File: config.mk
export PLATFORM = sky130hd
export DESIGN_NAME = tcq_ctrl
export DESIGN_NICKNAME = d
export VERILOG_FILES = /design/src/design/tcq_pkg.sv /design/src/design/tcq_ctrl.sv
export SDC_FILE = /design/constraint.sdc
export NUM_CORES = 1
export LEC_CHECK = 0
export BUFFER_PORTS_ARGS = -buffer_cell sky130_fd_sc_hd__buf_4
export CAP_MARGIN = 0
export CORE_AREA = 2 2 39 41
export DETAILED_ROUTE_END_ITERATION = 10
export DIE_AREA = 0 0 41 43
export HOLD_SLACK_MARGIN = 0.06
export SLEW_MARGIN = 0
export SYNTH_ARGS = -nofsm -noshare
export SYNTH_HDL_FRONTEND = slang
export SYNTH_SLANG_ARGS = --single-unit
File: constraint.sdc
create_clock -name i_clk -period 2.55 [get_ports i_clk]
set_input_delay 0.1275 -clock i_clk [delete_from_list [all_inputs] [get_ports i_clk]]
set_output_delay 0.1275 -clock i_clk [all_outputs]
set_load 0.005 [all_outputs]
File: src/design/tcq_pkg.sv
// shared types, widths and defaults for the timed command queue
// no dependencies
`default_nettype none
package tcq_pkg;
    localparam int DEF_CLIENTS = 8;
    localparam int DEF_DEPTH   = 16;
    localparam int OP_W        = 2;
    localparam int CLIENT_W    = 3;
    localparam int CMD_W       = 8;
    localparam int TIME_W      = 32;
    localparam int DATA_W      = 32;
    localparam int TEXT_W      = 16;
    localparam int QCNT_W      = 5;
    localparam int LIMIT_W     = 5;
    localparam logic [LIMIT_W-1:0] LIMIT_RESET = 5'd16;

    typedef enum logic [OP_W-1:0] {
        OP_ADD    = 2'd0,
        OP_FETCH  = 2'd1,
        OP_REMOVE = 2'd2,
        OP_CLEAR  = 2'd3
    } t_op;

    typedef enum logic [2:0] {
        ST_IDLE,
        ST_START,
        ST_READ,
        ST_EVAL,
        ST_FINISH
    } t_state;

    typedef struct packed {
        logic [CMD_W-1:0]  command;
        logic [TIME_W-1:0] deadline;
        logic [DATA_W-1:0] payload;
        logic [TEXT_W-1:0] text;
    } t_entry;

    typedef struct packed {
        logic accept;
        logic rd;
        logic ev;
        logic fin;
    } t_ctl_cmd;

    typedef struct packed {
        logic is_scan;
        logic scan_done;
        logic out_free;
    } t_ctl_sts;
endpackage
`default_nettype wire

File: src/design/tcq_ctrl.sv
// controller state machine: sequences load, scan and finish
// depends on tcq_pkg
`default_nettype none
module tcq_ctrl (
    input  wire logic              i_clk,
    input  wire logic              i_rst_n,
    input  wire logic              i_accept,
    input  wire tcq_pkg::t_ctl_sts i_sts,
    output logic                   o_ready,
    output tcq_pkg::t_ctl_cmd      o_cmd
);
    import tcq_pkg::*;

    t_state r_state, n_state;

    always_ff @(posedge i_clk) begin
        if (!i_rst_n) begin
            r_state <= ST_IDLE;
        end else begin
            r_state <= n_state;
        end
    end

    always_comb begin
        n_state = r_state;
        unique case (r_state)
            ST_IDLE:   if (i_accept) n_state = ST_START;
            ST_START:  n_state = i_sts.is_scan ? ST_READ : ST_FINISH;
            ST_READ:   n_state = i_sts.scan_done ? ST_FINISH : ST_EVAL;
            ST_EVAL:   n_state = ST_READ;
            ST_FINISH: if (i_sts.out_free) n_state = ST_IDLE;
            default:   n_state = ST_IDLE;
        endcase
    end

    always_comb begin
        o_ready = 1'b0;
        o_cmd   = '0;
        o_cmd.accept = i_accept;
        unique case (r_state)
            ST_IDLE:   o_ready = 1'b1;
            ST_START:  ;
            ST_READ:   o_cmd.rd = !i_sts.scan_done;
            ST_EVAL:   o_cmd.ev = 1'b1;
            ST_FINISH: o_cmd.fin = i_sts.out_free;
            default:   ;
        endcase
    end
endmodule
`default_nettype wire

---- Yosys cells after proc, flatten, opt, wreduce, memory -nomap -nowiden ----
Index checks and enable logic that the tools add are counted.
word-level totals
  bits in registers ....................... 3
  input port bits ......................... 6
  output and inout bits ................... 5
  word-level logic and storage cells ...... 19
cells by class
  equal/unequal tests ..................... 6
  muxes and demuxes ....................... 9
  reduce and logical (&&, ||, !) cells .... 3
operators by type and width
  kind                  count
  $pmux W3 S5           1
  $mux W3               4
  $eq A3 B2 Y1 const B  2
  $mux W1               4
  $ne A2 B2 Y1 const B  2
  $eq A3 B1 Y1 const B  1
  $eq A3 B3 Y1 const B  1
  $logic_not A3 Y1      1
  $reduce_and A2 Y1     1
  $logic_not A1 Y1      1

---- Logic depth before layout (Yosys ltp) ----
  depth after elaboration ................. 3
  mapped depth ............................ 3
  gate-level depth less buffers ........... 3

---- Worst setup path after synthesis ----
Ideal clock, no wire load.
  path kind ............................... reg-to-reg
  start point ............................. register r_state[0]
  end point ............................... register r_state[2]
  library setup time ...................... 0.070 ns
  arrival ................................. 0.962 ns
  data required time ...................... 2.480 ns
  slack ................................... 1.518 ns
  cell stages (with the launch flop) ...... 3
  path buffers ............................ 0
  period minus slack after synthesis ...... 1.032 ns
  cells stage by stage .................... dfxtp_1 > or4b_1 > a21boi_1
on the way
  longest elaborated chain between the ends .. 3
  elaborated cells on any way between the ends .. 9
  classes of those cells .................. eq/ne: 6; mux: 1; reduce/logical: 2
ends and longest elaborated chain
  what                                              RTL line        RTL
  from (decl)                                       tcq_ctrl.sv:14  t_state r_state, n_state;
  from (signal assigned)                            tcq_ctrl.sv:20  r_state <= n_state;
  $eq A3 B3 Y1 or $logic_not A3 Y1 (tied branches)  tcq_ctrl.sv:26  unique case (r_state)
  $ne A2 B2 Y1 (no source line)                     --
  $reduce_and A2 Y1 (no source line)                --
Parallel ways exist; a longest one is shown, timed or not.
A chain may end at the register's enable or synchronous reset.

==> summary.md <==
| Metric | Value |
|---|---|
| Status | finished, final reports clean |
| Layout cells sized above 1 | 0.4688 |
| Critical path class | flip-flop to primary output |
| Post-CTS Hold Buffers | 0 |
| #FFs+latches synth | 3 |
| Syn_area_per_cell | between 9 and 10 µm² |
| Drt total wl | 438 µm |
| Post-synth top area share | 0.3429 |
| Post-synth top cells | dfxtp_1 (3), a21oi_1 (2), and4bb_2 (2), nor3_1 (2), o21ai_0 (2) |
| Crit path launch type | flip-flop |
| Final Skew | 0.9244 ps |
| Die Span X | between 40 and 50 µm |
| Synth area leaders | dfxtp_1 (34%), and4bb_2 (14%), a21oi_1 (5.7%) |
| Final hold vios | 0 |
| Sequential cell area | about 60 µm² |
| Total die area | approximately 1800 µm² |
| R2R Setup Slk | 1440 ps |
| Worst VDD drop | 0.1440 mV |
| Root Driver | clkbuf_4 |
| Total Nets Final | 39 |
| Reg clk slew, reported paths | 40 ps |
| DRC Markers | 0 |
| Sequential area share after synthesis | 0.3429 |
| Top flop regs | r_state (3) |
| Clock sink count | 3 |
| FILL cells | 155 |
| DR WL/cell | 9.125 µm |
| Worst Hold Class | input port to flip-flop |
| Pwr Total | 0.0001651 W |
| Antenna violations before repair | 0 |
| Reg2reg start | r_state[0] |
| Post-synth top flop | dfxtp_1 |
| DR pass1 iterations | 2 |
| Count of maximum capacitance violations | 0 |
| Largest net degree at the start of global routing | 9 |
| RSZ-0062 raised after global routing | no |
| Core ar. | 1384 µm² |
| Syn Nets | 25 |
| Die H | 43 µm |
| P_leak | 0.1191 nW |
| Final period utilization | 0.5125 |
| Pwr/cell area | 571.3 nW/µm² |
| Worst-Skew Late Latency | 240 ps |
| Port bufs | 10 |
| Vias | roughly 200 |
| Cell Rows | 14 |
| Slew margin rel. | 0.7561 |
| Cell accounting for the most synthesized area | dfxtp_1 |
| Number of DRC markers in iteration 0 | 4 |
| Vias in the first global route | 156 |
| Post-synthesis cell type count | 13 |
| YS warnings | 0 |
| GR Util All Layers | 0.06533 |
| Pins Over Slew Limit | 0 |
| Footprint of the multi-input gates | 103.9 µm² |
| Crit. Startpoint | r_state[1] |
| Mapped cell area | 175.2 µm² |
| Top Ports | 11 |
| Post-CTS sizing | 0 |
| Post-Syn Instances | 19 |
| CTS tree | yes |
| Min cycle time layout | 1307 ps |
| CP required | 2420 ps |
| Max clock buf depth | 2 |
| Critical Path End Type | primary output |
| Top reg by flops | r_state |
| Global placer's final weighted congestion | between 0.6 and 0.7 |
| GRT overflow | 0 |
| Min-delay src | i_rst_n |
| Via/cell ratio | 4.125 |
| Ant diodes | 0 |
| Setup violators final | 0 |
| Num CTS Buffers | 3 |
| CP Max Fanout | 8 |
| Tightest Pin Transition | ~360 ps |
| # Post-CTS Setup Buffers | 0 |
| Post-synth EDFFs | 0 |
| Initial core utilization | 0.1266 |
| ANT nets after route | 0 |
| Global-route wire length before repair | 634 µm |
| Setup tns final | 0 ps |
| Most frequent cell after synthesis | dfxtp_1 |
| Layout area overhead | 65.00% |
| Max FFs per register | 3 |
| Crit path DAT | 1180 ps |
| Achievable frequency | 0.7652 GHz |
| Final HPWL DP | 322.3 µm |
| CTS H-tree lvls | 1 |
| Ys async rst share | 0 |
-- critical path: stages, from the launching register on --
cell and delay, ps:
dfxtp_1 420, nor4b_1 340, buf_4 180
-- kinds of logic (layout without fill, tap and decap cells) --
| group | after synthesis | count (layout) | share of synthesized area |
|---|---|---|---|
| simple gates | 9 | 9 | 0.4358 |
| compound gates | 5 | 5 | 0.1572 |
| flops | 3 | 3 | 0.3429 |
| buf+inv | 2 | 15 | 0.06428 |
-- layer usage --
metal | track usage | share of wire | vias to the layer above
met1 | 0.07097 | 0.45 | 87
met2 | 0.05938 | 0.38 | 10
met4 | 0.1000 | 0.034 | 0
li1 | - | - | 99
met5 | 0 | 0 | -
met3 | 0.04712 | 0.13 | 2
-- area by class of cell --
type                            instances  share of cell area
Tap cell                               16             0.06926
Timing Repair Buffer                   10              0.2597
Multi-Input combinational cell         14              0.3593
Clock buffer                            4             0.09091
Inverter                                1             0.01299
Sequential cell                         3              0.2078
-- power breakdown --
group          switching [W]  internal, W
logic             0.00000818    0.0000162
clock network      0.0000270    0.0000588
registers         0.00000487    0.0000501
total              0.0000400     0.000125
-- layout by cell type, fill, tap and decap left out --
master,netlist,routed
and4bb_2,2,2
clkbuf_4,0,3
buf_4,1,10
clkbuf_1,0,1
a21oi_1,2,2
o21ai_0,2,2
nor4b_1,1,1
inv_1,1,1
nor3_1,2,2
nor3b_1,1,1
dfxtp_1,3,3
nor2b_1,1,1
and3b_1,1,1
a21boi_1,1,1
or4b_1,1,1
-- path summary, 6_finish.rpt --
kind	to	cells past startpoint
setup / recovery	o_cmd[2]	2
hold / removal	r_state[0]	2
setup reg to reg	r_state[2]	2
hold reg to reg	r_state[1]	1
-- stage by stage --
stage                     area, µm²  std cells  hold slack (ps)  setup slack [ps]    util
after floorplan               175.2         19            255.7              1518       -
after global placement        262.8         44            358.9              1433  0.1899
after detailed placement      262.8         44            364.8              1446  0.1899
after CTS                     289.0         48            112.4              1237  0.2089
after global routing          289.0         48            132.0              1193  0.2089
final                         289.0         48            120.1              1243  0.2089
Power figures use the tool's default switching activity.
